===== config.mk =====
export PLATFORM = sky130hd
export DESIGN_NAME = r4scg_seq
export DESIGN_NICKNAME = d
export VERILOG_FILES = /design/src/sv/r4scg_pkg.sv /design/src/sv/r4scg_seq.sv
export SDC_FILE = /design/constraint.sdc
export NUM_CORES = 1
export LEC_CHECK = 0
export BUFFER_PORTS_ARGS = -buffer_cell sky130_fd_sc_hd__buf_2
export CELL_PAD_IN_SITES_DETAIL_PLACEMENT = 0
export CELL_PAD_IN_SITES_GLOBAL_PLACEMENT = 1
export CORE_ASPECT_RATIO = 2
export CORE_MARGIN = 2
export CORE_UTILIZATION = 35
export CTS_CLUSTER_SIZE = 14
export DETAILED_ROUTE_END_ITERATION = 16
export HOLD_SLACK_MARGIN = 0.03
export PLACE_DENSITY_LB_ADDON = 0.1
export SYNTH_ARGS = -nofsm -noshare
export SYNTH_HDL_FRONTEND = slang
export SYNTH_SLANG_ARGS = --single-unit

===== constraint.sdc =====
create_clock -name clk -period 3.8 [get_ports clk]
set_input_delay 0.38 -clock clk [delete_from_list [all_inputs] [get_ports clk]]
set_output_delay 0.38 -clock clk [all_outputs]
set_load 0.005 [all_outputs]

===== src/sv/r4scg_pkg.sv =====
package r4scg_pkg;

    localparam int MAX_DEVICES_DEF = 16;
    localparam int OFFSET_BITS_DEF = 48;

    localparam int OFF_W   = 48;
    localparam int LEN_W   = 21;
    localparam int DEV_W   = 4;
    localparam int KIND_W  = 3;
    localparam int IDX_W   = 2;

    localparam logic [LEN_W-1:0] MAX_BLOCK = LEN_W'(1048576);

    localparam logic [IDX_W-1:0] REG_BLOCK_BYTES  = 2'd0;
    localparam logic [IDX_W-1:0] REG_DATA_DEVICES = 2'd1;
    localparam logic [IDX_W-1:0] REG_DEGRADED     = 2'd2;
    localparam logic [IDX_W-1:0] REG_MISSING      = 2'd3;

    typedef enum logic [KIND_W-1:0] {
        CMD_READ_HOST   = 3'd0,
        CMD_READ_XOR    = 3'd1,
        CMD_XOR_HOST    = 3'd2,
        CMD_WRITE_HOST  = 3'd3,
        CMD_WRITE_ACC   = 3'd4,
        CMD_DELIVER_ACC = 3'd5,
        CMD_CLEAR_ACC   = 3'd6
    } cmd_kind_t;

    typedef struct packed {
        logic             opcode;
        logic [DEV_W-1:0] dev;
        logic [OFF_W-1:0] doff;
        logic [LEN_W-1:0] len;
    } seq_item_t;

    typedef struct packed {
        logic [DEV_W-1:0] nd;
        logic             degraded;
        logic [DEV_W-1:0] missing;
    } seq_cfg_t;

    typedef struct packed {
        logic [DEV_W-1:0] dev;
        logic [OFF_W-1:0] off;
        logic [LEN_W-1:0] len;
        cmd_kind_t        kind;
        logic             last;
    } cmd_t;

endpackage


===== src/sv/r4scg_seq.sv =====
// Command sequencer with an output register.
module r4scg_seq (
    input  logic                clk,
    input  logic                rst_n,
    input  logic                in_valid,
    output logic                in_ready,
    input  r4scg_pkg::seq_item_t in_item,
    input  r4scg_pkg::seq_cfg_t  cfg,
    output logic                out_valid,
    input  logic                out_ready,
    output r4scg_pkg::cmd_t      out_cmd
);

    typedef enum logic [3:0] {
        S_IDLE, S_READ, S_CLEAR, S_LOOP, S_RDATA, S_RPAR,
        S_XOR, S_WHOST, S_WACC, S_DELIVER
    } state_t;

    state_t                        state_reg, state_next, first_state;
    logic [r4scg_pkg::DEV_W-1:0]   i_reg, i_next;
    r4scg_pkg::seq_item_t          item_reg;
    logic                          miss_data_reg, miss_par_reg;
    logic                          out_valid_reg;
    r4scg_pkg::cmd_t               cmd_reg, cur;
    logic                          adv, skip, emit, loop_end;
    logic                          in_miss_data, in_miss_par;

    assign adv  = !out_valid_reg || out_ready;
    assign skip = (state_reg == S_LOOP) && (i_reg == cfg.missing);
    assign emit = (state_reg != S_IDLE) && !skip;
    assign loop_end = item_reg.opcode ? (i_reg == cfg.nd - 4'd1) : (i_reg == cfg.nd);
    assign in_ready = (state_reg == S_IDLE) || (adv && emit && cur.last);

    assign in_miss_data = cfg.degraded && (cfg.missing == in_item.dev);
    assign in_miss_par  = cfg.degraded && (cfg.missing == cfg.nd);

    always_comb
    begin
        cur.dev  = item_reg.dev;
        cur.off  = item_reg.doff;
        cur.len  = item_reg.len;
        cur.kind = r4scg_pkg::CMD_READ_HOST;
        cur.last = 1'b0;
        state_next = state_reg;
        i_next = i_reg;
        unique case (state_reg)
            S_IDLE:
            begin
                state_next = S_IDLE;
            end
            S_READ:
            begin
                cur.last = 1'b1;
                state_next = S_IDLE;
            end
            S_CLEAR:
            begin
                cur.kind = r4scg_pkg::CMD_CLEAR_ACC;
                state_next = miss_data_reg ? S_LOOP : S_RDATA;
                i_next = '0;
            end
            S_LOOP:
            begin
                cur.dev  = i_reg;
                cur.kind = r4scg_pkg::CMD_READ_XOR;
                i_next = i_reg + 4'd1;
                if (loop_end)
                begin
                    state_next = item_reg.opcode ? S_XOR : S_DELIVER;
                end
            end
            S_RDATA:
            begin
                cur.kind = r4scg_pkg::CMD_READ_XOR;
                state_next = S_RPAR;
            end
            S_RPAR:
            begin
                cur.dev  = cfg.nd;
                cur.kind = r4scg_pkg::CMD_READ_XOR;
                state_next = S_XOR;
            end
            S_XOR:
            begin
                cur.kind = r4scg_pkg::CMD_XOR_HOST;
                state_next = miss_data_reg ? S_WACC : S_WHOST;
            end
            S_WHOST:
            begin
                cur.kind = r4scg_pkg::CMD_WRITE_HOST;
                cur.last = miss_par_reg;
                state_next = miss_par_reg ? S_IDLE : S_WACC;
            end
            S_WACC:
            begin
                cur.dev  = cfg.nd;
                cur.kind = r4scg_pkg::CMD_WRITE_ACC;
                cur.last = 1'b1;
                state_next = S_IDLE;
            end
            S_DELIVER:
            begin
                cur.kind = r4scg_pkg::CMD_DELIVER_ACC;
                cur.last = 1'b1;
                state_next = S_IDLE;
            end
            default:
            begin
                state_next = S_IDLE;
            end
        endcase

        if (in_item.len == '0)
        begin
            first_state = S_IDLE;
        end
        else if (!in_item.opcode)
        begin
            first_state = in_miss_data ? S_CLEAR : S_READ;
        end
        else
        begin
            first_state = (!in_miss_data && in_miss_par) ? S_WHOST : S_CLEAR;
        end
    end

    always_ff @(posedge clk or negedge rst_n)
    begin
        if (!rst_n)
        begin
            state_reg     <= S_IDLE;
            out_valid_reg <= 1'b0;
            i_reg         <= '0;
        end
        else
        begin
            if (adv)
            begin
                out_valid_reg <= emit;
                if (emit)
                begin
                    cmd_reg <= cur;
                end
                i_reg <= i_next;
            end
            // A new chunk replaces the finished sequence in the same cycle.
            if (in_ready && in_valid)
            begin
                item_reg      <= in_item;
                miss_data_reg <= in_miss_data;
                miss_par_reg  <= in_miss_par;
                state_reg     <= first_state;
            end
            else if (adv)
            begin
                state_reg <= state_next;
            end
        end
    end

    assign out_valid = out_valid_reg;
    assign out_cmd   = cmd_reg;

endmodule


==> results.json <==
{
  "status": "complete, no violations",
  "synth_fp_nets": 393,
  "cp-end-kind": "flip-flop",
  "rsz0062_at_grt": "false",
  "cp_slowest_cell": "and3_4",
  "fill_cells": 1475,
  "hold_class": "in2reg",
  "fin_crit_sh_pct": 64.2,
  "fp-row-count": 66,
  "dieWidth_um": 95.0,
  "numPortBuffers": 165,
  "worstMarginPinSlew_ns": 1.04,
  "fin_setup_tns_ns": 0,
  "post_cts_buffers": 0,
  "numCtsBuffers": 17,
  "cp_max_fo": 77,
  "ys_seq_elements": 162,
  "grt_max_degree": 78,
  "slew_violations": 0,
  "wirelength_um": 12300,
  "area_growth_pct": 27.3,
  "gp_congestion": 0.828,
  "ys_warn_count": 0,
  "grt_pass1_vias": 3305,
  "synth_top_family_by_area": "simple AND/OR/NAND/NOR gates",
  "critical_path_arrival_ns": 2.47,
  "finClkSkew_ns": 0.00660,
  "cts_sinks": 162,
  "synth-adder-area-share_pct": 0.431,
  "path_cells": "nand2_1 > nor2_1 > o21ai_0 > and3_4",
  "synth-edff-count": 153,
  "netlist_instances": 304,
  "path_clk_slew_ns": 0.06,
  "ir_worst_vdd_v": 0.000306,
  "synth-xor-area-share_pct": 2.65,
  "core_area_um2": 16300,
  "cts_resized": 0,
  "firstDrtPassIters": 4,
  "synth.distinct_cells": 50,
  "wl_per_cell_um": 17.7,
  "seq_area_um2": 4820,
  "synth-simple-area-share_pct": 5.76,
  "grt_use_total_pct": 14.5,
  "drc": 0,
  "antenna_found_initial": 0,
  "start_util_pct": 35.6,
  "hold_buffers": 1,
  "p_per_area_nw_per_um2": 671,
  "synth_flop_cell": "edfxtp_1",
  "grt.overflow.total": 0,
  "relSlewSlack_pct": 31.0,
  "final-setup-viol-count": 0,
  "via_per_inst": 4.66,
  "ys_async_sr_fraction_pct": 5.56,
  "path_class": "reg2reg",
  "grt_pass1_wl_um": 18100,
  "cp.required_ns": 3.83,
  "dpl_cell_area_um2": 6850,
  "drt_iter0_markers": 109,
  "post-route-util_pct": 45.4,
  "syn_area_per_cell_um2": 19.1,
  "hold_viol_final": 0,
  "final_area_um2": 7380,
  "synthMuxAreaShare_pct": 1.06,
  "layout.nets": 568,
  "yosysSeqAreaShare_pct": 83.1,
  "drive_above_1_share_pct": 41.5,
  "io_pins": 166,
  "worstSetupStartpointType": "flip-flop",
  "largest_register_ffs": 77,
  "cap_violations": 0,
  "h-tree-depth": 4,
  "layout_min_cycle_time_ns": 2.44,
  "synth_compound_area_share_pct": 5.33,
  "vias": 3242,
  "clock-root-buffer": "clkbuf_16",
  "ant_nets": 0,
  "max_stage_delay_ns": 0.88,
  "clockBufferDepth": 2,
  "fmax_ghz": 0.410,
  "p_leak_nw": 2.81,
  "cts_tree": "built",
  "dieArea_um2": 17700,
  "hpwl_um": 9060,
  "synth_area_um2": 5800,
  "multi_input_area_um2": 891,
  "clk_latency_ns": 0.41,
  "die_h_um": 186
}
[logic make-up (layout without fill, tap and decap cells)]
kind of cell	after synthesis	count (layout)
adder cells (fa/ha/maj)	2	2
AO/OA/AOI/OAI	37	37
XOR/XNOR	15	15
other	0	1
multiplexers	6	6
buffers and inverters	20	207
flip-flops	162	162
AND/OR/NAND/NOR	62	62
[critical path: cells and delay by family (launching register included)]
family           cells  cell delay, ns
flip-flops           1            0.57
AO/OA/AOI/OAI        1            0.22
AND/OR/NAND/NOR      3            1.18
[per-stage QoR]
step | instances | worst slack [ns] | total power [mW] | hold slack (ns)
6_report | 696 | 1.36 | 4.95 | 0.140
3_3_place_gp | 663 | 1.38 | 3.48 | 0.288
2_1_floorplan | 304 | 0.433 | 3.09 | 0.0844
3_5_place_dp | 663 | 1.34 | 3.50 | 0.280
5_1_grt | 695 | 1.15 | 5.21 | 0.115
4_1_cts | 695 | 1.32 | 5.04 | 0.115
[synthesized netlist by cell type, types with 2 or more instances]
library cell / number / area share [%]
dfrtp_1: 9 / 3.9
nand2_1: 10 / 0.65
nand4_1: 4 / 0.43
o31ai_1: 2 / 0.26
o211a_1: 2 / 0.35
nor2b_1: 4 / 0.43
a21o_1: 5 / 0.65
or4_1: 3 / 0.39
xnor2_1: 11 / 1.7
and3_1: 3 / 0.32
clkbuf_2: 2 / 0.17
nor4_1: 3 / 0.32
xor2_1: 2 / 0.30
ha_1: 2 / 0.43
nor3_1: 5 / 0.43
o21ai_0: 2 / 0.17
mux2i_1: 5 / 0.86
nand2b_1: 5 / 0.54
clkbuf_1: 6 / 0.39
a22o_2: 2 / 0.35
nor2_1: 13 / 0.84
edfxtp_1: 153 / 79
a21oi_1: 3 / 0.26
inv_1: 9 / 0.58
nand3_1: 8 / 0.69
a22o_1: 5 / 0.76
o211ai_1: 3 / 0.39
[where the power goes]
part	leakage (nW)	switching, mW	internal (mW)
combinational	1.03	0.504	0.363
clock	0.251	0.631	0.886
sequential	1.53	0.176	2.39
[per-layer routing]
layer	track usage (%)	vias up	wire [um]
li1	-	1533	-
met1	13.6	1561	4060
met2	26.4	116	7010
met3	4.13	32	629
met4	9.91	0	619
met5	0	-	0
[cell usage in the layout (no fill, tap or decap), drive strengths merged, types with 4 or more instances in the layout]
cell type  count
dfrtp          9
nor2b          4
nand2b         5
mux2i          5
a21o           5
nand2         10
buf          166
inv           10
a22o           7
clkbuf        19
xnor2         11
nand4          4
o21ai          4
nand3          8
edfxtp       153
clkinv         7
nor3           5
nor2          13
[final timing paths]
kind	start	endpoint	cells after the start	slack (ns)
setup / recovery	state_reg[1]$_DFFE_PN0P_	out_cmd[8]$_DFFE_PP_	4	1.36
hold reg to reg	cur[69]$_DFFE_PP_	out_cmd[69]$_DFFE_PP_	0	0.41
hold / removal	in_item[21]	cur[25]$_DFFE_PP_	1	0.14
setup reg to reg	state_reg[1]$_DFFE_PN0P_	out_cmd[8]$_DFFE_PP_	4	1.36
min in group asynchronous	rst_n	out_valid$_DFFE_PN0N_	2	0.37
max in group asynchronous	rst_n	i_reg[3]$_DFFE_PN0P_	2	3.21
[cell type report]
| cell class | count | share of cell area [%] |
|---|---|---|
| multi-input cells | 122 | 12.1 |
| well taps | 204 | 3.46 |
| diodes | 1 | 0.0339 |
| repair buffers | 167 | 11.6 |
| inverters | 9 | 0.458 |
| clock inverters | 12 | 1.25 |
| flip-flops and latches | 162 | 65.3 |
| clock buffers | 19 | 5.86 |
Note: power is estimated with default switching activity, not from simulation.
